$ cat src/hdl/assert_macros.svh
// ----------------------------------------------------------------------------
// assert_macros.svh
// assertion helpers shared by the dispatcher modules
// ----------------------------------------------------------------------------
`ifndef ASSERT_MACROS_SVH
`define ASSERT_MACROS_SVH

// property checked at every clock edge outside reset
`define TPJD_ASSERT(lbl, prop, msg) \
  lbl: assert property (@(posedge clk_i) disable iff (!rst_ni) prop) else $error(msg);

// condition that must never be seen outside reset
`define TPJD_ASSERT_NEVER(lbl, cond, msg) \
  lbl: assert property (@(posedge clk_i) disable iff (!rst_ni) !(cond)) else $error(msg);

`endif

$ cat src/hdl/tpjd_pkg.sv
// ----------------------------------------------------------------------------
// tpjd_pkg
// shared types, constants and pointer helpers of the job dispatcher
// ----------------------------------------------------------------------------
`timescale 1ns / 1ps
`default_nettype none

package tpjd_pkg;

  localparam int NUM_WORKERS = 8;
  localparam int QUEUE_DEPTH = 64;
  localparam int MAX_OUT     = 8;

  localparam int WW = (NUM_WORKERS > 1) ? $clog2(NUM_WORKERS) : 1;
  localparam int PW = $clog2(QUEUE_DEPTH);
  localparam int CW = $clog2(QUEUE_DEPTH + 1);
  localparam int NW = $clog2(MAX_OUT + 1);

  typedef logic [PW-1:0]          ptr_t;
  typedef logic [CW-1:0]          cnt_t;
  typedef logic [CW:0]            acc_t;
  typedef logic [WW-1:0]          widx_t;
  typedef logic [NUM_WORKERS-1:0] busy_t;
  typedef logic [NW-1:0]          nout_t;

  typedef struct packed {
    logic [15:0] qid;
    logic [31:0] hnd;
  } entry_t;

  typedef enum logic [1:0] {
    OP_SUBMIT = 2'd0,
    OP_DONE   = 2'd1,
    OP_TICK   = 2'd2,
    OP_NONE   = 2'd3
  } opcode_e;

  typedef enum logic [1:0] {
    REG_UPD_LOW  = 2'd0,
    REG_UPD_HIGH = 2'd1,
    REG_SLOW_A   = 2'd2,
    REG_SLOW_B   = 2'd3
  } cfg_idx_e;

  typedef enum logic [2:0] {
    ST_IDLE,
    ST_EXEC,
    ST_MERGE,
    ST_MWRITE,
    ST_DECIDE,
    ST_FETCH,
    ST_EMIT,
    ST_EMPTY
  } state_e;

  typedef struct packed {
    logic latch;
    logic exec;
    logic merge_rd;
    logic merge_wr;
    logic fetch;
    logic emit_job;
    logic emit_empty;
  } ctrl_cmd_t;

  typedef struct packed {
    logic merge_pend;
    logic go;
    logic first;
    logic last;
  } dp_status_t;

  function automatic ptr_t ptr_add(ptr_t p, cnt_t k);
    acc_t s;
    s = acc_t'(p) + acc_t'(k);
    if (s >= acc_t'(QUEUE_DEPTH)) begin
      s = s - acc_t'(QUEUE_DEPTH);
    end
    return s[PW-1:0];
  endfunction

  function automatic ptr_t ptr_sub(ptr_t p, cnt_t k);
    acc_t s;
    if (acc_t'(p) >= acc_t'(k)) begin
      s = acc_t'(p) - acc_t'(k);
    end else begin
      s = acc_t'(p) + acc_t'(QUEUE_DEPTH) - acc_t'(k);
    end
    return s[PW-1:0];
  endfunction

endpackage

`default_nettype wire

$ cat src/hdl/tpjd_ctrl.sv
// ----------------------------------------------------------------------------
// tpjd_ctrl
// sequencer of the dispatcher: request intake, slow merge, dispatch loop
// ----------------------------------------------------------------------------
`timescale 1ns / 1ps
`default_nettype none
`include "assert_macros.svh"

module tpjd_ctrl (
  input  wire                       clk_i,
  input  wire                       rst_ni,
  input  wire                       in_valid_i,
  output logic                      in_ready_o,
  output logic                      out_valid_o,
  input  wire                       out_ready_i,
  input  wire tpjd_pkg::dp_status_t status_i,
  output tpjd_pkg::ctrl_cmd_t       cmd_o
);

  tpjd_pkg::state_e st_q, st_d;
  logic             out_valid_q, out_valid_d;
  logic             slot_free;

  assign slot_free = !out_valid_q || out_ready_i;

  always_comb begin
    st_d = st_q;
    unique case (st_q)
      tpjd_pkg::ST_IDLE: begin
        if (in_valid_i) st_d = tpjd_pkg::ST_EXEC;
      end
      tpjd_pkg::ST_EXEC: st_d = tpjd_pkg::ST_MERGE;
      tpjd_pkg::ST_MERGE: begin
        st_d = status_i.merge_pend ? tpjd_pkg::ST_MWRITE : tpjd_pkg::ST_DECIDE;
      end
      tpjd_pkg::ST_MWRITE: st_d = tpjd_pkg::ST_MERGE;
      tpjd_pkg::ST_DECIDE: begin
        if (status_i.go) st_d = tpjd_pkg::ST_FETCH;
        else if (status_i.first) st_d = tpjd_pkg::ST_EMPTY;
        else st_d = tpjd_pkg::ST_IDLE;
      end
      tpjd_pkg::ST_FETCH: st_d = tpjd_pkg::ST_EMIT;
      tpjd_pkg::ST_EMIT: begin
        if (slot_free) st_d = status_i.last ? tpjd_pkg::ST_IDLE : tpjd_pkg::ST_DECIDE;
      end
      tpjd_pkg::ST_EMPTY: begin
        if (slot_free) st_d = tpjd_pkg::ST_IDLE;
      end
      default: st_d = tpjd_pkg::ST_IDLE;
    endcase
  end

  always_comb begin
    cmd_o      = '0;
    in_ready_o = 1'b0;
    unique case (st_q)
      tpjd_pkg::ST_IDLE: begin
        in_ready_o  = 1'b1;
        cmd_o.latch = in_valid_i;
      end
      tpjd_pkg::ST_EXEC:   cmd_o.exec = 1'b1;
      tpjd_pkg::ST_MERGE:  cmd_o.merge_rd = status_i.merge_pend;
      tpjd_pkg::ST_MWRITE: cmd_o.merge_wr = 1'b1;
      tpjd_pkg::ST_DECIDE: ;
      tpjd_pkg::ST_FETCH:  cmd_o.fetch = 1'b1;
      tpjd_pkg::ST_EMIT:   cmd_o.emit_job = slot_free;
      tpjd_pkg::ST_EMPTY:  cmd_o.emit_empty = slot_free;
      default: ;
    endcase
  end

  always_comb begin
    out_valid_d = out_valid_q;
    if (cmd_o.emit_job || cmd_o.emit_empty) out_valid_d = 1'b1;
    else if (out_ready_i) out_valid_d = 1'b0;
  end

  always_ff @(posedge clk_i or negedge rst_ni) begin
    if (!rst_ni) begin
      st_q        <= tpjd_pkg::ST_IDLE;
      out_valid_q <= 1'b0;
    end else begin
      st_q        <= st_d;
      out_valid_q <= out_valid_d;
    end
  end

  assign out_valid_o = out_valid_q;

  `TPJD_ASSERT(a_emit_after_fetch, st_q == tpjd_pkg::ST_EMIT |-> $past(st_q) == tpjd_pkg::ST_FETCH || $past(st_q) == tpjd_pkg::ST_EMIT, "result stage entered without a fetch")
  `TPJD_ASSERT(a_mwrite_after_merge, st_q == tpjd_pkg::ST_MWRITE |-> $past(st_q) == tpjd_pkg::ST_MERGE, "merge write without a merge read")
  `TPJD_ASSERT_NEVER(a_load_over_full, out_valid_q && !out_ready_i && (cmd_o.emit_job || cmd_o.emit_empty), "result register overwritten")

endmodule

`default_nettype wire

$ cat config.mk
export PLATFORM = sky130hd
export DESIGN_NAME = tpjd_ctrl
export DESIGN_NICKNAME = d
export VERILOG_FILES = /design/src/hdl/tpjd_pkg.sv /design/src/hdl/tpjd_ctrl.sv
export VERILOG_INCLUDE_DIRS = /design/src /design/src/hdl
export SDC_FILE = /design/constraint.sdc
export NUM_CORES = 1
export LEC_CHECK = 0
export BUFFER_PORTS_ARGS = -buffer_cell sky130_fd_sc_hd__buf_2
export CORE_AREA = 2 2 39 41
export DETAILED_ROUTE_END_ITERATION = 6
export DIE_AREA = 0 0 41 43
export PLACE_DENSITY = 0.52
export SETUP_SLACK_MARGIN = 0.02
export SLEW_MARGIN = 40
export SYNTH_ARGS = -nofsm -noshare
export SYNTH_HDL_FRONTEND = slang
export SYNTH_SLANG_ARGS = --single-unit
$ cat constraint.sdc
create_clock -name clk_i -period 1.7 [get_ports clk_i]
set_clock_uncertainty 0.15 [all_clocks]
set_input_delay 0.34 -clock clk_i [delete_from_list [all_inputs] [get_ports clk_i]]
set_output_delay 0.34 -clock clk_i [all_outputs]
set_load 0.005 [all_outputs]
After elaboration in Yosys (flattened, before gate mapping)
Index checks and enable logic that the tools add are counted.

Reduce and logical (&&, ||, !) cells: 7. Multiplexer cells: 18. Eq/ne operators: 10.

Operators with widths (number): $mux W3 (7); $pmux W3 S7 (1); $eq A3 B3 Y1 const B (4); $mux W1 (10); $eq A3 B2 Y1 const B (2); $ne A2 B2 Y1 const B (3); $eq A3 B1 Y1 const B (1); $logic_not A3 Y1 (1); $reduce_and A3 Y1 (1); $logic_or A1 B1 Y1 (2); $reduce_bool A2 Y1 (1); $reduce_or A2 Y1 (1); $logic_not A1 Y1 (1).

Word-level logic and storage cells: 37. Input bits: 8. Register bits after elaboration: 4.

Depth between registers and ports, before layout
Depth after elaboration: 5. Mapped depth: 4.

Worst setup path before layout
OpenSTA, ideal clock, no wires.

Path kind: register to output. From: register st_q[1]. To: output cmd_o[6] in the netlist's numbering. Stages on the path, launching flop included: 4. Arrival time: 0.882 ns. Data required time: 1.210 ns. Slack: 0.328 ns. Path through: dfrtp_1 > buf_4 > nor3_2 > and2_1.

RTL lines: start: declaration (line tpjd_ctrl.sv:20) `tpjd_pkg::state_e st_q, st_d;`; start signal: assignment (line tpjd_ctrl.sv:80) `st_q <= tpjd_pkg::ST_IDLE;`; start signal: assignment (line tpjd_ctrl.sv:83) `st_q <= st_d;`; end: declaration (line tpjd_ctrl.sv:17) `output tpjd_pkg::ctrl_cmd_t cmd_o`.

==> results.ini <==
[outcome]
status=finished clean

[clock_tree]
cts_inserted_buffers=3
path_clk_slew_ns=0.04
cts_tree=yes
htreeDepth=1
clock_latency_ns=0.23
clock-root-buffer=clkbuf_4
cts_buffer_depth=2
clock-sinks=4

[power_and_ir_drop]
p_sw_mw=0.381
p_seq_share_pct=23.6
power_density_nw_per_um2=1780
pwr-share-comb_pct=64.8
intPower_mw=0.602
swShare_pct=38.7
ir_worst_vdd_mv=0.467
p_clk_share_pct=11.6
p_leak_nw=0.279

[setup_path]
crit_chain=buf_4, and3b_1, buf_2
critical_path_class=flop to output port
critPathTopFamily=flip-flops
worstSetupPathDepth=3
crit_path_max_incr_delay_ns=0.46
cpMaxStageDelayCell=dfrtp_2
ff2ff_path_depth=5
crit_fanout=7
path_buf_inv=2
start_kind=flop
crit_arrival_ns=1.15
crit_path_end_kind=output port
required_ns=1.21

[place]
io_buffers=16
gp_congestion=0.733
dp_hpwl_um=584
dpl_cell_area_um2=424

[run]
maxCapViolCount=0

[routing]
wl_um=921
vias_per_cell=4.59
ant_nets=0
dr.first_iter.drc_count=5
wl_per_cell_um=11.7
drc=0
first_pass_iters=4
dr_total_vias=363

[yosys]
synth-simple-area-share_pct=38.4
synthAdderAreaFrac_pct=0
syn_inst=34
syn_nets=42
synth-seq-area-share_pct=31.4
synth-seq-cells=4
syn-cell-area_um2=319
synth_compound_area_share_pct=24.7
yosys_warnings=0
synthXorXnorAreaFrac_pct=0
syn_avg_cell_area_um2=9.38
ys_types=22
synth_top_family_by_area=simple AND/OR/NAND/NOR gates
muxShareOfSynthArea_pct=0

[timing]
setup_viol=0
drv_slew=0
grt_setup_unrepaired=true
min_period_ns=1.64
period_share_pct=96.3
fmax_mhz=611
worst_pin_slew_ns=0.185
max_slew_margin_pct=87.6
finalHoldViolations=0

[cells_and_area]
fin_area_um2=552
utilization_pct=39.9
synthToLayoutAreaGrowth_pct=72.9
final_cell_mix=buf_2 (17), buf_4 (10), nor2_1 (4)
final_common_cell=buf_2
n_antenna_cell=0
layout-drive-gt1-share_pct=68.3
fin_nets=73

[grt]
grt_pass1_wl_um=1130
grt_max_degree=12
grt_pass1_vias=273
overflow=0
antenna_found_initial=0
track_usage_pct=9.37

[floorplan]
num_io_pins=17
num_rows=14
die_h_um=43
die_area_um2=1760
die_w_um=41
initial_utilization_pct=23.1
core_area_um2=1380

[hold_path]
hold_path.class=input pin to async pin

registers in the layout (all words and copies together), names as in the netlist:
register,count
out_valid_o,1
st_q,3
kinds of logic (layout without fill, tap and decap cells):
logic type | Yosys count | after routing
compound gates | 8 | 8
buf+inv | 3 | 32
flops | 4 | 4
simple gates | 19 | 19
synthesized netlist by cell type (all sizes together):
master	instances	share of area (%)
o21ai	2	3.1
buf	3	5.5
nand2	3	4.3
nor3b	2	4.7
and3b	2	5.5
a31oi	2	8.6
o2bb2a	1	6.3
and4bb	1	5.1
a21oi	1	1.6
nand2b	1	2.0
nor3	4	7.8
dfrtp	4	31
and2b	1	2.4
a211o	1	2.7
and2	1	2.0
nor2	4	4.7
o31ai	1	2.4
cell type report:
| cell class | count | area (um2) |
|---|---|---|
| tap | 16 | 20.0 |
| sequential | 4 | 104 |
| clock buffer | 3 | 22.5 |
| multi-input combinational | 27 | 224 |
| fill | 152 | 832 |
| timing repair buffer | 29 | 181 |
routing by layer:
| metal | up-vias | wire (um) | GRT usage, % |
|---|---|---|---|
| met3 | 0 | 53 | 4.71 |
| met1 | 169 | 429 | 12.0 |
| met2 | 11 | 438 | 13.8 |
| met4 | 0 | 0 | 2.00 |
| met5 | - | 0 | 0 |
| li1 | 183 | - | - |
power groups by stage:
stage / logic, mW / registers, mW / clock network, mW
finish: 0.637 / 0.232 / 0.114
global route: 0.685 / 0.241 / 0.127
CTS: 0.431 / 0.261 / 0.118
detailed placement: 0.420 / 0.252 / 0
global placement: 0.424 / 0.245 / 0
floorplan: 0.351 / 0.174 / 0
metrics by stage:
stage	instances	TNS (ns)	hold slack [ns]	setup WS (ns)	power [mW]
2_1_floorplan	34	0	-0.106	0.328	0.524
3_3_place_gp	66	0	0.000487	0.206	0.669
3_5_place_dp	66	0	-0.00219	0.194	0.672
4_1_cts	70	0	0.286	0.0258	0.810
5_1_grt	79	-0.000859	0.292	-0.000859	1.05
6_report	79	0	0.293	0.0635	0.983
worst reg2reg max path: cells and delay by family (launching register included):
family | cells | cell delay, ns
flip-flops | 1 | 0.36
buffers and inverters | 2 | 0.29
AND/OR/NAND/NOR | 1 | 0.24
AO/OA/AOI/OAI | 2 | 0.38
final timing paths:
| check | start | to | slack [ns] |
|---|---|---|---|
| max | st_q[1]$_DFFE_PN0P_ | cmd_o[2] | 0.06 |
| min | rst_ni | out_valid_o$_DFFE_PN0P_ | 0.29 |
| max reg2reg | out_valid_o$_DFFE_PN0P_ | st_q[0]$_DFFE_PN0P_ | 0.18 |
| min reg2reg | st_q[1]$_DFFE_PN0P_ | out_valid_o$_DFFE_PN0P_ | 0.52 |
| max in group asynchronous | rst_ni | st_q[1]$_DFFE_PN0P_ | 0.97 |
| min in group clk_i | status_i[1] | st_q[2]$_DFFE_PN0P_ | 0.29 |
timing repair:
action	in CTS	in global routing
endpoints found under the hold margin	4	0
buffers inserted	0	9
hold buffers	1	0
endpoints found under the setup margin	4	5
pin swaps	0	1
resized for setup	4	6
Note: power is estimated with default switching activity, not from simulation.
